**config.mk**
```make
export PLATFORM = sky130hd
export DESIGN_NAME = lpjt_front
export DESIGN_NICKNAME = d
export VERILOG_FILES = /design/src/rtl/lpjt_pkg.sv /design/src/rtl/lpjt_front.sv
export SDC_FILE = /design/constraint.sdc
export NUM_CORES = 1
export LEC_CHECK = 0
export BUFFER_PORTS_ARGS = -buffer_cell sky130_fd_sc_hd__buf_2
export CORE_MARGIN = 5
export CORE_UTILIZATION = 30
export DETAILED_ROUTE_END_ITERATION = 10
export GPL_TIMING_DRIVEN = 0
export PLACE_DENSITY = 0.46
export SLEW_MARGIN = 20
export SYNTH_ARGS = -nofsm -noshare
export SYNTH_HDL_FRONTEND = slang
export SYNTH_SLANG_ARGS = --single-unit
```
**constraint.sdc**
```tcl
create_clock -name clk -period 24.8 [get_ports clk]
set_input_delay 7.44 -clock clk [delete_from_list [all_inputs] [get_ports clk]]
set_output_delay 7.44 -clock clk [all_outputs]
set_load 0.005 [all_outputs]
```
**src/rtl/lpjt_pkg.sv**
```systemverilog
// ----------------------------------------------------------------------------
// lpjt_pkg: shared types and codes for the linear-probe join table
// Operation and status codes, and the word passed from front to back end.
// ----------------------------------------------------------------------------
package lpjt_pkg;

  localparam logic OP_INSERT = 1'b0;
  localparam logic OP_LOOKUP = 1'b1;

  localparam logic [2:0] ST_INSERTED    = 3'd0;
  localparam logic [2:0] ST_TABLE_FULL  = 3'd1;
  localparam logic [2:0] ST_BUCKET_FULL = 3'd2;
  localparam logic [2:0] ST_MATCH       = 3'd3;
  localparam logic [2:0] ST_NOT_FOUND   = 3'd4;

  localparam logic [1:0] CFG_HASH_SIZE  = 2'd0;
  localparam logic [1:0] CFG_BUILD_KEY  = 2'd1;
  localparam logic [1:0] CFG_STORED_KEY = 2'd2;
  localparam logic [1:0] CFG_PROBE_KEY  = 2'd3;

  // classified request word: triple plus the key picked for it
  typedef struct packed {
    logic        op;
    logic [31:0] key;
    logic [31:0] f0;
    logic [31:0] f1;
    logic [31:0] f2;
  } req_t;

  function automatic logic [31:0] pick(input logic [1:0] sel, input logic [31:0] a,
                                       input logic [31:0] b, input logic [31:0] c);
    case (sel)
      2'd0:    pick = a;
      2'd1:    pick = b;
      default: pick = c;
    endcase
  endfunction

endpackage

```
**src/rtl/lpjt_front.sv**
```systemverilog
// ----------------------------------------------------------------------------
// lpjt_front: input stage and request queue
// Accepts words, picks the key field by operation and queues the request.
// ----------------------------------------------------------------------------
module lpjt_front import lpjt_pkg::*; (
  input  logic        clk,
  input  logic        rst,
  input  logic        push,
  output logic        full,
  input  logic        op,
  input  logic [31:0] first_field,
  input  logic [31:0] second_field,
  input  logic [31:0] third_field,
  input  logic [1:0]  build_sel,
  input  logic [1:0]  probe_sel,
  output logic        req_valid,
  output req_t        req,
  input  logic        req_take
);

  req_t       q [2];
  logic       wp, rp;
  logic [1:0] cnt;
  req_t       in_req;

  // classify the incoming word
  always_comb begin
    in_req.op  = op;
    in_req.f0  = first_field;
    in_req.f1  = second_field;
    in_req.f2  = third_field;
    in_req.key = pick((op == OP_INSERT) ? build_sel : probe_sel,
                      first_field, second_field, third_field);
  end

  assign full      = (cnt == 2'd2);
  assign req_valid = (cnt != 2'd0);
  assign req       = q[rp];

  // two-entry queue
  always_ff @(posedge clk) begin
    if (rst) begin
      wp  <= 1'b0;
      rp  <= 1'b0;
      cnt <= 2'd0;
    end else begin
      if (push && !full) begin
        q[wp] <= in_req;
        wp    <= ~wp;
      end
      if (req_take && req_valid) rp <= ~rp;
      cnt <= cnt + {1'b0, push && !full} - {1'b0, req_take && req_valid};
    end
  end

endmodule

```
==> qor.txt, run 1 <==
Synthesized area: 10100 um^2
Period minus WS final: 9.80 ns
Register area share after synthesis: 77.4%
Fillers: 3115
Setup_tns: 0 ns
Worst-Margin Slew: 0.648 ns
FMAX: 102 MHz
Ports: 236
# Max-Cap Violations: 0
First-pass GRT wire length: 39300 um
Outcome: finished clean
Finished Cell Area: 13100 um^2
Fin. max-slew vios: 0
Post-synth top cells: edfxtp_1, mux2_2, a221o_1
Final wirelength: 26500 um
ANT nets after route: 0
Post-synth cell types: 26
Post-synthesis average cell area: 20.0 um^2
Most instantiated library cell after synthesis: edfxtp_1
Period utilization: 39.5%
Primary FF master, synth: edfxtp_1
CTS tree: done
Largest net degree at the start of global routing: 15
Final HPWL DP: 19200 um
Initial antenna violation count: 1
Synth Warn #: 0
Power Density: 95.2 nW/um^2
WP data arrival: 2.36 ns
HP Class: reg2reg
Hold WS: 0.524 ns
Post-DP Area: 12100 um^2
Placer congestion estimate: 0.792
Via/cell ratio: 4.49
Vias: 5723
Final Hold Viols: 0
Share of the synthesized area in the top cell type: 76.4%
CTS Hold Bufs: 0
Die footprint: 37600 um^2
CP Max Fanout: 10
Wirelength per Cell: 20.8 um
Drt pass-1 iters: 4
CTS resizes: 0
Buffer count from post-CTS setup fixing: 0
Die H: 194 um
Core Region: 33400 um^2
Initial core utilization: 30.3%
Clk pin slew, worst setup/hold paths: 0.06 ns
CTS Root Cell: clkbuf_16
Register-to-register setup slack: 22.23 ns
Die Span X: 194 um
Area leader, netlist: edfxtp_1
Drt drc: 0
Final net count: 910
Vias in the first global route: 6416
Endpoints failing setup: 0
Starting DRT DRC Count: 220
Cts bufs inserted: 30
GRT Residual Overflow: 0
Startpoint types: flip-flop
Share of layout cells above drive strength 1: 55.5%
Global Route Usage Sum: 13.5%
Setup Crit Path Kind: reg2out
Post-synth EDFFs: 258
Max_slew headroom: 56.8%
Syn Inst Count: 506
Synth top area cells: edfxtp_1, mux2_2, a221o_1
Required time of the critical path: 17.36 ns
Unrepaired setup endpoints after global routing: false
PortBufs: 235
FP Rows: 67
CTS H-tree lvls: 1
Final Skew: 0.0114 ns
Tot Pwr: 1.24 mW
Leak: 4.82 nW
Worst setup EP type: output port
Max VDD drop: 0.0571 mV
CTS max path bufs: 3
Area growth syn-to-layout: 28.9%
CTS sink count: 263
Final Util: 39.1%
Ys async rst share: 0%
Skew-Pair Late Insertion Delay: 0.54 ns
Synthesized Nets: 613
FF+latch count, synth: 263
-- registers in the layout, indices dropped and copies added, names as in the netlist, named ones only --
name / flops
q: 258
rp: 1
wp: 1
cnt: 2
-- routing by layer --
layer / GRT usage (%) / part of all wire [%] / up-vias
met5: 0 / 0 / -
met4: 3.07 / 1.6 / 0
met3: 3.42 / 5.9 / 31
met2: 23.4 / 49 / 176
met1: 17.1 / 43 / 2885
li1: - / - / 2631
-- final cells by class --
type	instances	area (um^2)	share of cell area (%)
Antenna cell	1	2.50	0.0191
Buffer	23	131	1.01
Clock buffer	38	802	6.14
Clock inverter	18	138	1.05
Inverter	3	11.3	0.0862
Multi-Input combinational cell	217	2160	16.5
Sequential cell	263	7850	60.0
Tap cell	448	561	4.29
Timing Repair Buffer	265	1420	10.8
-- where the power goes --
group	switching, mW	total (mW)	internal (mW)
clock	0.169	0.417	0.248
sequential	0.00940	0.544	0.534
combinational	0.147	0.284	0.138
-- placed cells by master (no fill, tap or decap), types with 2 or more instances in the layout --
master / instances
a221o_1: 32
and2_0: 2
and2_1: 31
buf_2: 253
buf_4: 26
buf_6: 7
bufinv_16: 2
clkbuf_1: 9
clkbuf_16: 31
clkinv_1: 10
clkinv_2: 3
clkinv_4: 2
dfxtp_1: 5
edfxtp_1: 258
ha_1: 2
inv_1: 3
mux2_2: 129
nand2b_1: 2
nor2_1: 4
nor2b_1: 2
-- stage by stage --
step / setup WS (ns) / cells
floorplan: 7.14 / 506
global placement: 1.03 / 1189
detailed placement: 15.25 / 1219
CTS: 14.86 / 1275
global route: 14.81 / 1276
finish: 15.00 / 1276
-- path summary, 6_finish.rpt --
kind                                 end       from  depth (start not counted)
worst max-delay path             req[45]  flip-flop                          4
worst min-delay path                  rp         rp                          2
worst max register to register  q[1][93]     cnt[1]                          8
worst min register to register        rp         rp                          2
-- kinds of logic (layout without fill, tap and decap cells) --
| group | Yosys count | after routing | synth area share, % |
|---|---|---|---|
| flops | 263 | 263 | 77.4 |
| mux | 130 | 130 | 14.5 |
| simple gates | 46 | 46 | 2.73 |
| compound gates | 37 | 37 | 3.59 |
| buf+inv | 26 | 347 | 1.41 |
| fa+ha+maj | 2 | 2 | 0.247 |
| xor+xnor | 2 | 2 | 0.173 |
| other cells | 0 | 1 | 0 |
-- critical path, stage by stage (launching register included) --
cell	delay, ns
dfxtp_1	0.39
clkbuf_1	0.45
buf_2	0.43
mux2_2	0.40
buf_2	0.13
Power figures use the tool's default switching activity.
==> inputs of run 2 (changes only) <==
==> constraint.sdc (replaced) <==
create_clock -name clk -period 9.82 [get_ports clk]
set_input_delay 2.946 -clock clk [delete_from_list [all_inputs] [get_ports clk]]
set_output_delay 2.946 -clock clk [all_outputs]
set_load 0.005 [all_outputs]
==> qor.txt, run 2 (synthesized netlist as in run 1, its figures left out) <==
Outcome: finished clean
Via/cell ratio: 4.52
Drt pass-1 iters: 4
P_sw: 0.817 mW
Die footprint: 37600 um^2
Layout Cells excl Fill: 1261
CTS H-tree lvls: 1
CTS Root Cell: clkbuf_16
FMAX: 191 MHz
Global Route Usage Sum: 13.3%
Critical Path, Cell by Cell: clkbuf_1 -> buf_2 -> mux2_2 -> buf_2
RR Endpoint: q[0][95]
Sequential Power Share: 44.0%
CTS resizes: 0
Die H: 194 um
Fin. max-slew vios: 0
Max VDD drop: 0.138 mV
Required time of the critical path: 6.87 ns
CTS sink count: 263
Initial core utilization: 30.3%
Cts bufs inserted: 29
Initial antenna violation count: 4
CP most frequent cell: buf_2
Worst reg-to-reg path cell count: 9
Worst setup EP type: output port
Register-to-register setup slack: 6.90 ns
CP max stage delay: 0.44 ns
CTS tree: done
Buffer count from post-CTS setup fixing: 0
Final net count: 898
HP Class: reg2reg
Skew-Pair Late Insertion Delay: 0.54 ns
Commonest cells after routing, fill and taps aside: edfxtp_1, buf_2, mux2_2
PortBufs: 235
Drt drc: 0
Routed wl met3: 1760 um
WP data arrival: 2.29 ns
CTS max path bufs: 3
Period minus WS final: 5.24 ns
Placer congestion estimate: 0.748
Min-Delay Startpoint: rp
# Max-Cap Violations: 0
Worst-Margin Slew: 0.802 ns
CP Buf/Inv Count: 3
Leak: 4.78 nW
Most common cell after layout, fill and taps aside: edfxtp_1
Top Registers: q: 258 flops, cnt: 2 flops
Top Metal Used: met5
Startpoint types: flip-flop
GRT Residual Overflow: 0
Multi-input logic area: 2170 um^2
Final HPWL DP: 18500 um
Met2 wire len: 12400 um
Reg area: 7850 um^2
Final wirelength: 26100 um
Clk pin slew, worst setup/hold paths: 0.06 ns
FP Rows: 67
Max_slew headroom: 46.3%
Unrepaired setup endpoints after global routing: false
DRT met1 WL: 11500 um
Endpoints failing setup: 0
CTS Hold Bufs: 0
Max reg flops: 258
Post-DP Area: 12200 um^2
Setup_tns: 0 ns
Wirelength per Cell: 20.7 um
Clock Power Share: 32.7%
Net Sw Frac: 26.2%
Starting DRT DRC Count: 191
Tot Pwr: 3.12 mW
Crit-path leading delay family: buffers and inverters
Ports: 236
Vias: 5702
Share of layout cells above drive strength 1: 55.6%
Setup Crit Path Kind: reg2out
Largest net degree at the start of global routing: 16
Area growth syn-to-layout: 29.0%
Fillers: 3100
Comb power frac: 23.2%
Largest reg by FF count: q
WHS Endpoint: rp
Final Skew: 0.00930 ns
Period utilization: 53.4%
Core Region: 33400 um^2
Finished Cell Area: 13100 um^2
Die Span X: 194 um
Reg2reg start: cnt[1]
Internal power: 2.30 mW
Final Util: 39.1%
Final Hold Viols: 0
Slowest CP cell: clkbuf_1
Hold Path Depth: 2
Vias in the first global route: 6192
CP Max Fanout: 10
Power Density: 238 nW/um^2
First-pass GRT wire length: 38900 um
ANT nets after route: 0
DP Cell Count: 1208
run 2: how the worst max path moves through the flow:
stage | start | end | slack, ns | cells past startpoint
final | flip-flop | req[53] | 4.58 | 4
after global routing | flip-flop | req[45] | 4.30 | 4
after CTS | flip-flop | req[45] | 4.39 | 4
after detailed placement | push | q[0][29] | 4.37 | 9
after global placement | push | q[1][29] | -2.02 | 3
after floorplan | push | q[1][0] | 1.23 | 2
run 2: cell type report:
type / instances / share of cell area, %
Inverter: 3 / 0.0861
Timing Repair Buffer: 254 / 11.1
Clock buffer: 40 / 6.49
Antenna cell: 2 / 0.0382
Clock inverter: 11 / 0.449
Sequential cell: 263 / 60.0
Buffer: 23 / 1.00
Tap cell: 448 / 4.28
Multi-Input combinational cell: 217 / 16.6
run 2: power groups by stage:
stage                     Sequential, mW  Combinational (mW)  Clock [mW]
final                               1.37               0.725        1.02
after detailed placement            1.40               0.748           0
after CTS                           1.37               0.753        1.05
after floorplan                     1.41               0.385           0
after global placement              1.42               0.710           0
after global routing                1.38               0.793        1.09
run 2: stage by stage:
step | hold slack [ns] | setup WS [ns]
after floorplan | 0.471 | 1.23
after global placement | 0.490 | -2.02
after detailed placement | 0.512 | 4.37
after CTS | 0.529 | 4.39
after global routing | 0.560 | 4.30
final | 0.516 | 4.58
run 2: metal layers:
metal / global-route usage [%] / vias up
met4: 2.60 / 4
met3: 3.87 / 34
met1: 17.5 / 2874
met5: 0 / -
met2: 22.1 / 186
li1: - / 2604
run 2: tightest hold or removal path, delay by kind of cell (launching register included):
kind          cells  cell delay (ns)
flops             1             0.32
xor+xnor          1             0.08
simple gates      1             0.08
